### config.mk
export PLATFORM = sky130hd
export DESIGN_NAME = least_common_multiple_top
export DESIGN_NICKNAME = d
export VERILOG_FILES = /design/src/sv/lcm_pkg.sv /design/src/sv/lcm_alu.sv /design/src/sv/lcm_core.sv /design/src/sv/least_common_multiple_top.sv
export VERILOG_INCLUDE_DIRS = /design/src /design/src/sv
export SDC_FILE = /design/constraint.sdc
export NUM_CORES = 2
export LEC_CHECK = 0
export ABC_AREA = 1
export BUFFER_PORTS_ARGS = -buffer_cell sky130_fd_sc_hd__buf_4
export CAP_MARGIN = 20
export CORE_ASPECT_RATIO = 1.5
export CORE_MARGIN = 4
export CORE_UTILIZATION = 60
export CTS_CLUSTER_DIAMETER = 100
export CTS_CLUSTER_SIZE = 28
export DETAILED_ROUTE_END_ITERATION = 10
export MAX_ROUTING_LAYER = met4
export PLACE_DENSITY_LB_ADDON = 0.05
export SLEW_MARGIN = 20
export SYNTH_ARGS = -nofsm -noshare
export SYNTH_HDL_FRONTEND = slang
export SYNTH_SLANG_ARGS = --single-unit
### constraint.sdc
create_clock -name clk_i -period 11 [get_ports clk_i]
set_input_delay 2.75 -clock clk_i [delete_from_list [all_inputs] [get_ports clk_i]]
set_output_delay 2.75 -clock clk_i [all_outputs]
set_load 0.005 [all_outputs]
### src/sv/least_common_multiple_top_defines.svh
`ifndef LEAST_COMMON_MULTIPLE_TOP_DEFINES_SVH
`define LEAST_COMMON_MULTIPLE_TOP_DEFINES_SVH

// Checks clocked on clk_i; LCM_ASSERT is masked during reset, LCM_ASSERT_RST is not.
`ifndef SYNTHESIS
`define LCM_ASSERT(lbl, prop, msg) \
  lbl: assert property (@(posedge clk_i) disable iff (!rst_ni) (prop)) else $error(msg);
`define LCM_ASSERT_RST(lbl, prop, msg) \
  lbl: assert property (@(posedge clk_i) (prop)) else $error(msg);
`else
`define LCM_ASSERT(lbl, prop, msg)
`define LCM_ASSERT_RST(lbl, prop, msg)
`endif

`endif

### src/sv/lcm_pkg.sv
package lcm_pkg;

  localparam int DataW = 32;
  localparam int ValW  = DataW - 1;
  localparam int CntW  = $clog2(DataW);

  typedef enum logic [1:0] {
    ST_OK   = 2'd0,
    ST_ZERO = 2'd1,
    ST_NEG  = 2'd2,
    ST_OVF  = 2'd3
  } lcm_status_e;

  typedef struct packed {
    logic signed [DataW-1:0] operand_a;
    logic signed [DataW-1:0] operand_b;
  } lcm_in_t;

  typedef struct packed {
    logic [ValW-1:0] multiple;
    lcm_status_e     status;
  } lcm_out_t;

  typedef struct packed {
    logic busy;
    logic done;
  } lcm_stat_t;

endpackage

### src/sv/lcm_alu.sv
module lcm_alu (
  input  logic [lcm_pkg::DataW-1:0] x_i,
  input  logic [lcm_pkg::DataW-1:0] y_i,
  output logic [lcm_pkg::DataW-1:0] diff_o,
  output logic                      borrow_o
);
  import lcm_pkg::*;

  logic [DataW:0] full;

  assign full     = {1'b0, x_i} - {1'b0, y_i};
  assign diff_o   = full[DataW-1:0];
  assign borrow_o = full[DataW];

endmodule

### src/sv/lcm_core.sv
module lcm_core (
  input  logic               clk_i,
  input  logic               rst_ni,
  input  logic               start_i,
  input  lcm_pkg::lcm_in_t   op_i,
  input  logic               out_free_i,
  output lcm_pkg::lcm_stat_t stat_o,
  output lcm_pkg::lcm_out_t  res_o
);
  import lcm_pkg::*;

  typedef enum logic [3:0] {
    IDLE, STRIP, ODDU, GCD, SCALE, DIV, MUL, CHECK, FINISH
  } state_e;

  state_e            state_q, state_d;
  logic [ValW-1:0]   a_q, a_d, b_q, b_d, u_q, u_d, v_q, v_d;
  logic [ValW-1:0]   quo_q, quo_d, rem_q, rem_d;
  logic [CntW-1:0]   k_q, k_d, cnt_q, cnt_d;
  logic [2*ValW-1:0] prod_q, prod_d;
  lcm_out_t          res_q, res_d;

  logic [DataW-1:0]  alu_x, alu_y, alu_diff;
  logic              alu_borrow;

  lcm_alu u_alu (
    .x_i     (alu_x),
    .y_i     (alu_y),
    .diff_o  (alu_diff),
    .borrow_o(alu_borrow)
  );

  always_comb begin
    state_d = state_q;
    a_d     = a_q;
    b_d     = b_q;
    u_d     = u_q;
    v_d     = v_q;
    quo_d   = quo_q;
    rem_d   = rem_q;
    k_d     = k_q;
    cnt_d   = cnt_q;
    prod_d  = prod_q;
    res_d   = res_q;
    alu_x   = {1'b0, v_q};
    alu_y   = {1'b0, u_q};

    case (state_q)
      IDLE: begin
        if (start_i) begin
          a_d = op_i.operand_a[ValW-1:0];
          b_d = op_i.operand_b[ValW-1:0];
          u_d = op_i.operand_a[ValW-1:0];
          v_d = op_i.operand_b[ValW-1:0];
          k_d = '0;
          res_d.multiple = '0;
          if (op_i.operand_a == '0 || op_i.operand_b == '0) begin
            res_d.status = ST_ZERO;
            state_d      = FINISH;
          end else if (op_i.operand_a[DataW-1] || op_i.operand_b[DataW-1]) begin
            res_d.status = ST_NEG;
            state_d      = FINISH;
          end else begin
            state_d = STRIP;
          end
        end
      end
      STRIP: begin
        if (!u_q[0] && !v_q[0]) begin
          u_d = u_q >> 1;
          v_d = v_q >> 1;
          k_d = k_q + 1'b1;
        end else begin
          state_d = ODDU;
        end
      end
      ODDU: begin
        if (!u_q[0]) begin
          u_d = u_q >> 1;
        end else begin
          state_d = GCD;
        end
      end
      GCD: begin
        // u stays odd; v is reduced until it reaches zero
        if (v_q == '0) begin
          state_d = SCALE;
        end else if (!v_q[0]) begin
          v_d = v_q >> 1;
        end else if (alu_borrow) begin
          u_d = v_q;
          v_d = u_q;
        end else begin
          v_d = alu_diff[ValW-1:0];
        end
      end
      SCALE: begin
        if (k_q == '0) begin
          rem_d   = '0;
          quo_d   = a_q;
          cnt_d   = '0;
          state_d = DIV;
        end else begin
          u_d = u_q << 1;
          k_d = k_q - 1'b1;
        end
      end
      DIV: begin
        alu_x = {rem_q, quo_q[ValW-1]};
        alu_y = {1'b0, u_q};
        rem_d = alu_borrow ? alu_x[ValW-1:0] : alu_diff[ValW-1:0];
        quo_d = {quo_q[ValW-2:0], ~alu_borrow};
        cnt_d = cnt_q + 1'b1;
        if (cnt_q == CntW'(ValW - 1)) begin
          state_d = MUL;
        end
      end
      MUL: begin
        prod_d  = {{ValW{1'b0}}, quo_q} * {{ValW{1'b0}}, b_q};
        state_d = CHECK;
      end
      CHECK: begin
        if (prod_q[2*ValW-1:ValW] != '0) begin
          res_d.multiple = '0;
          res_d.status   = ST_OVF;
        end else begin
          res_d.multiple = prod_q[ValW-1:0];
          res_d.status   = ST_OK;
        end
        state_d = FINISH;
      end
      FINISH: begin
        if (out_free_i) begin
          state_d = IDLE;
        end
      end
      default: state_d = IDLE;
    endcase
  end

  always_ff @(posedge clk_i or negedge rst_ni) begin
    if (!rst_ni) begin
      state_q <= IDLE;
      a_q     <= '0;
      b_q     <= '0;
      u_q     <= '0;
      v_q     <= '0;
      quo_q   <= '0;
      rem_q   <= '0;
      k_q     <= '0;
      cnt_q   <= '0;
      prod_q  <= '0;
      res_q   <= '0;
    end else begin
      state_q <= state_d;
      a_q     <= a_d;
      b_q     <= b_d;
      u_q     <= u_d;
      v_q     <= v_d;
      quo_q   <= quo_d;
      rem_q   <= rem_d;
      k_q     <= k_d;
      cnt_q   <= cnt_d;
      prod_q  <= prod_d;
      res_q   <= res_d;
    end
  end

  assign stat_o.busy = (state_q != IDLE);
  assign stat_o.done = (state_q == FINISH) && out_free_i;
  assign res_o       = res_q;

endmodule

### src/sv/least_common_multiple_top.sv
// channel | dir | handshake             | payload
// in      | in  | in_valid_i, in_stall_o | in_data_i  (operand_a, operand_b)
// out     | out | out_valid_o, out_stall_i | out_data_o (multiple, status)
// Zero or negative operands go straight to the finish state. Otherwise an item
// runs a common-twos strip, a binary GCD loop on the shared subtractor, a rescale,
// 31 restoring divide steps, a multiply and an overflow check.
// in_stall_o is high from acceptance until the result moves to the output register.
// The output register holds one beat; a stalled result blocks only the next finish.
// Asynchronous active-low reset returns to idle with no result pending.
`include "least_common_multiple_top_defines.svh"

module least_common_multiple_top (
  input  logic              clk_i,
  input  logic              rst_ni,
  input  logic              in_valid_i,
  output logic              in_stall_o,
  input  lcm_pkg::lcm_in_t  in_data_i,
  output logic              out_valid_o,
  input  logic              out_stall_i,
  output lcm_pkg::lcm_out_t out_data_o
);
  import lcm_pkg::*;

  lcm_stat_t core_stat;
  lcm_out_t  core_res;
  logic      out_valid_q, out_valid_d;
  lcm_out_t  out_data_q;
  logic      out_free;
  logic      start;
  logic      err_beat;

  assign out_free   = !out_valid_q || !out_stall_i;
  assign in_stall_o = core_stat.busy;
  assign start      = in_valid_i && !core_stat.busy;

  lcm_core u_core (
    .clk_i     (clk_i),
    .rst_ni    (rst_ni),
    .start_i   (start),
    .op_i      (in_data_i),
    .out_free_i(out_free),
    .stat_o    (core_stat),
    .res_o     (core_res)
  );

  always_comb begin
    out_valid_d = out_valid_q;
    if (core_stat.done) begin
      out_valid_d = 1'b1;
    end else if (!out_stall_i) begin
      out_valid_d = 1'b0;
    end
  end

  always_ff @(posedge clk_i or negedge rst_ni) begin
    if (!rst_ni) begin
      out_valid_q <= 1'b0;
    end else begin
      out_valid_q <= out_valid_d;
    end
  end

  always_ff @(posedge clk_i) begin
    if (core_stat.done) begin
      out_data_q <= core_res;
    end
  end

  assign out_valid_o = out_valid_q;
  assign out_data_o  = out_data_q;
  assign err_beat    = out_valid_o && (out_data_o.status != ST_OK);

  `LCM_ASSERT(a_busy_after_accept, (in_valid_i && !in_stall_o) |=> in_stall_o, "not busy after accept")
  `LCM_ASSERT(a_done_needs_slot, core_stat.done |-> (!out_valid_q || !out_stall_i), "result overwritten")
  `LCM_ASSERT(a_error_zero, err_beat |-> (out_data_o.multiple == '0), "nonzero multiple on error")
  `LCM_ASSERT(a_reset_empty, !$past(rst_ni) |-> !out_valid_o, "output valid after reset")

endmodule

==> flow_summary.toml <==
[status]
run_status = "finished, final reports clean"

[timing]
fmax_mhz = 124
max_slew.worst_pin.slew_ns = 1.18
finalHoldViolCount = 0
relSlewSlack_pct = 20.8
slew_viol_final = 0
grt_setup_unrepaired = "false"
clock_skew_ns = 0.0352
period_share_pct = 73.1
tns_ns = 0
period_minus_slack_ns = 8.04
setup_viol = 0

[grt]
grt_pass1_wl_mm = 255
globalRoute.totalOverflow = 0
grt_max_degree = 154
grt_use_total_pct = 38.4
antenna_found_initial = 3
grt_pass1_vias = 46200

[synth]
synth_top_area_share_pct = 33.2
syn_nets = 7936
synth_cells = 6738
synth-edff-count = 33
synth_cell_type_count = 48
avgSynthCellArea_um2 = 7.52
ys_seq_area_share_pct = 16.6
netlist_area_mm2 = 0.0506
synthFlopType = "dfrtp_1"
synth_seq_cells = 329
synth_warnings = 0
synth-async-reset-ratio_pct = 90.0
yosys.area.top_type = "fa_1"
synthTopCellsByArea = "fa_1, dfrtp_1, nand2_1"

[die]
core_mm2 = 0.0838
io_pins = 103
die_y_um = 364
initial_core_util_pct = 60.5
rows = 130
die_area_mm2 = 0.0892
dieWidth_um = 245

[clock_tree]
cts_buffers = 19
cts_tree = "yes"
path_clk_slew_ns = 0.12
cts_buffer_depth = 3
root_buffer = "clkbuf_16"
cts_resized = 0
holdBufCountCts = 0
clk_latency_ns = 0.59
htreeDepth = 1
clock_sinks = 329
cts_setup_buffers = 0

[setup_path]
cp.arrival_ns = 8.49
required_ns = 11.45
crit_start = "u_core.quo_q[16]"
ff2ff_setup_slack_ns = 2.96
path_class = "flop to flop"
path_max_fanout = 18
crit_path_top_delay_cell = "dfrtp_1"
regToRegEndpoint = "u_core.prod_q[26]"
cp_num_cells = 23
cp-endpoint = "u_core.prod_q[26]"
crit_chain = "buf_4 > nand2_1 > inv_1 > fa_1 > fa_1 > inv_1 > fa_1 > fa_1 > inv_1 > fa_1 > fa_1 > fa_1 > inv_1 > fa_1 > inv_1 > ha_1 > a21oi_1 > o21ai_0 > a21oi_1 > nand3_1 > or2_2 > nand3_1 > o21ai_0"
rr_startpoint = "u_core.quo_q[16]"
crit_buf_inv = 6
endpoint_kind = "flop"
start_kind = "flop"
critPathMaxStageDelay_ns = 0.92
reg2regPathDepth = 23
cpLargestDelayFamily = "adder cells"
crit_path_frequent_cell = "fa_1"

[placement]
gp_congestion = 1.03
hpwl_mm = 132
port_buffers = 102

[route]
detail_route.wl_per_cell_um = 21.1
first_pass_iters = 7
post-route-drc-count = 0
drt_wl_total_mm = 164
drt-vias-per-instance = 5.57
drtIter0Drc = 3421
drtAntennaViolNets = 0
vias = 43200

[cells_and_area]
multi_input_area_mm2 = 0.0344
nets = 7816
seq_area_mm2 = 0.00840
area_growth_pct = 4.30
n_antenna_cell = 0
layout-drive-gt1-share_pct = 4.06
fillers = 7678

[flow_run]
drv_cap = 0

[hold_path]
hp-class = "flop to flop"
[cells in the final DEF (no fill, tap or decap), types with 18 or more instances in the layout]
cell type / count
a21oi_1: 153
buf_4: 178
clkbuf_16: 19
dfrtp_1: 294
edfxtp_1: 33
fa_1: 839
ha_1: 291
inv_1: 1734
inv_2: 18
nand2_1: 1964
nand3_1: 198
nand4_1: 73
nor2_1: 275
o211ai_1: 22
o21ai_0: 253
o22ai_1: 82
xnor2_1: 31
[per-stage QoR]
stage | cell area [µm²] | setup WS [ns] | util (%) | std cells | hold slack, ns
global placement | 52200 | 3.14 | 62.3 | 7719 | 0.429
finish | 52800 | 2.96 | 63.1 | 7752 | 0.448
global route | 52800 | 2.79 | 63.1 | 7752 | 0.439
CTS | 52800 | 3.05 | 63.1 | 7752 | 0.442
detailed placement | 52200 | 3.09 | 62.3 | 7719 | 0.433
floorplan | 50600 | 4.61 | - | 6738 | 0.425
[per-layer routing]
metal	track usage, %	wire length (µm)
met3	3.91	10600
met4	23.3	12600
met2	66.3	82800
met1	43.1	57600
met5	-	0
[worst reg2reg max path: stages, from the launching register on]
cell,delay (ns)
dfrtp_1,0.92
buf_4,0.41
nand2_1,0.11
inv_1,0.08
fa_1,0.43
fa_1,0.55
inv_1,0.06
fa_1,0.52
fa_1,0.52
inv_1,0.05
fa_1,0.58
fa_1,0.44
fa_1,0.53
inv_1,0.06
fa_1,0.48
inv_1,0.05
ha_1,0.34
a21oi_1,0.26
o21ai_0,0.19
a21oi_1,0.41
nand3_1,0.39
or2_2,0.39
nand3_1,0.07
o21ai_0,0.09
[kinds of logic after synthesis]
| kind of cell | after synthesis | share of synthesized area [%] |
|---|---|---|
| flip-flops | 329 | 16.6 |
| AND/OR/NAND/NOR | 2596 | 20.6 |
| adder cells (fa/ha/maj) | 1130 | 40.4 |
| XOR/XNOR | 39 | 0.674 |
| AO/OA/AOI/OAI | 568 | 6.19 |
| buffers and inverters | 2076 | 15.6 |
[cell type report]
type / count / area share [%]
flip-flops and latches: 329 / 15.9
multi-input cells: 4333 / 65.1
clock inverters: 9 / 0.329
repair buffers: 180 / 2.60
clock buffers: 24 / 0.936
well taps: 1122 / 2.66
inverters: 1755 / 12.5
[how the worst min path moves through the flow]
stage	start	to	cells past startpoint
after floorplan	u_core.res_o[0]	out_data_o[0]	0
after global placement	u_core.res_o[16]	out_data_o[16]	0
after detailed placement	u_core.res_o[5]	out_data_o[5]	0
after CTS	u_core.res_o[7]	out_data_o[7]	0
after global routing	u_core.res_o[7]	out_data_o[7]	0
final	u_core.res_o[7]	out_data_o[7]	0
[cell usage after synthesis, types with 5 or more instances]
cell      number
a21oi_1      153
a22oi_1       10
buf_1         14
buf_2         25
buf_4          5
buf_6          6
clkbuf_1     270
dfrtp_1      296
edfxtp_1      33
fa_1         839
ha_1         291
inv_1       1735
inv_2         17
nand2_1     1967
nand2_2        5
nand3_1      198
nand3b_1      14
nand4_1       73
nor2_1       277
nor2_4         7
nor3_1        15
nor4_1        16
o211ai_1      22
o21ai_0      253
o21ai_1       13
o21bai_1       5
o221ai_1      11
o22ai_1       82
o31ai_1       10
or2_2          9
xnor2_1       31
xor2_1         8
[registers in the layout (all words and copies together) (netlist names)]
register / flops
u_core.cnt_q: 5
u_core.v_q: 31
u_core.rem_q: 31
u_core.u_q: 31
u_core.state_q: 4
u_core.a_q: 31
u_core.quo_q: 31
u_core.prod_q: 62
out_data_o: 33
u_core.k_q: 5
out_valid_o: 1
u_core.b_q: 31
u_core.res_o: 33
Power is left out: the tool's default activity adds up to more than one toggle a clock period on the data nets, which glitch-free logic cannot reach.
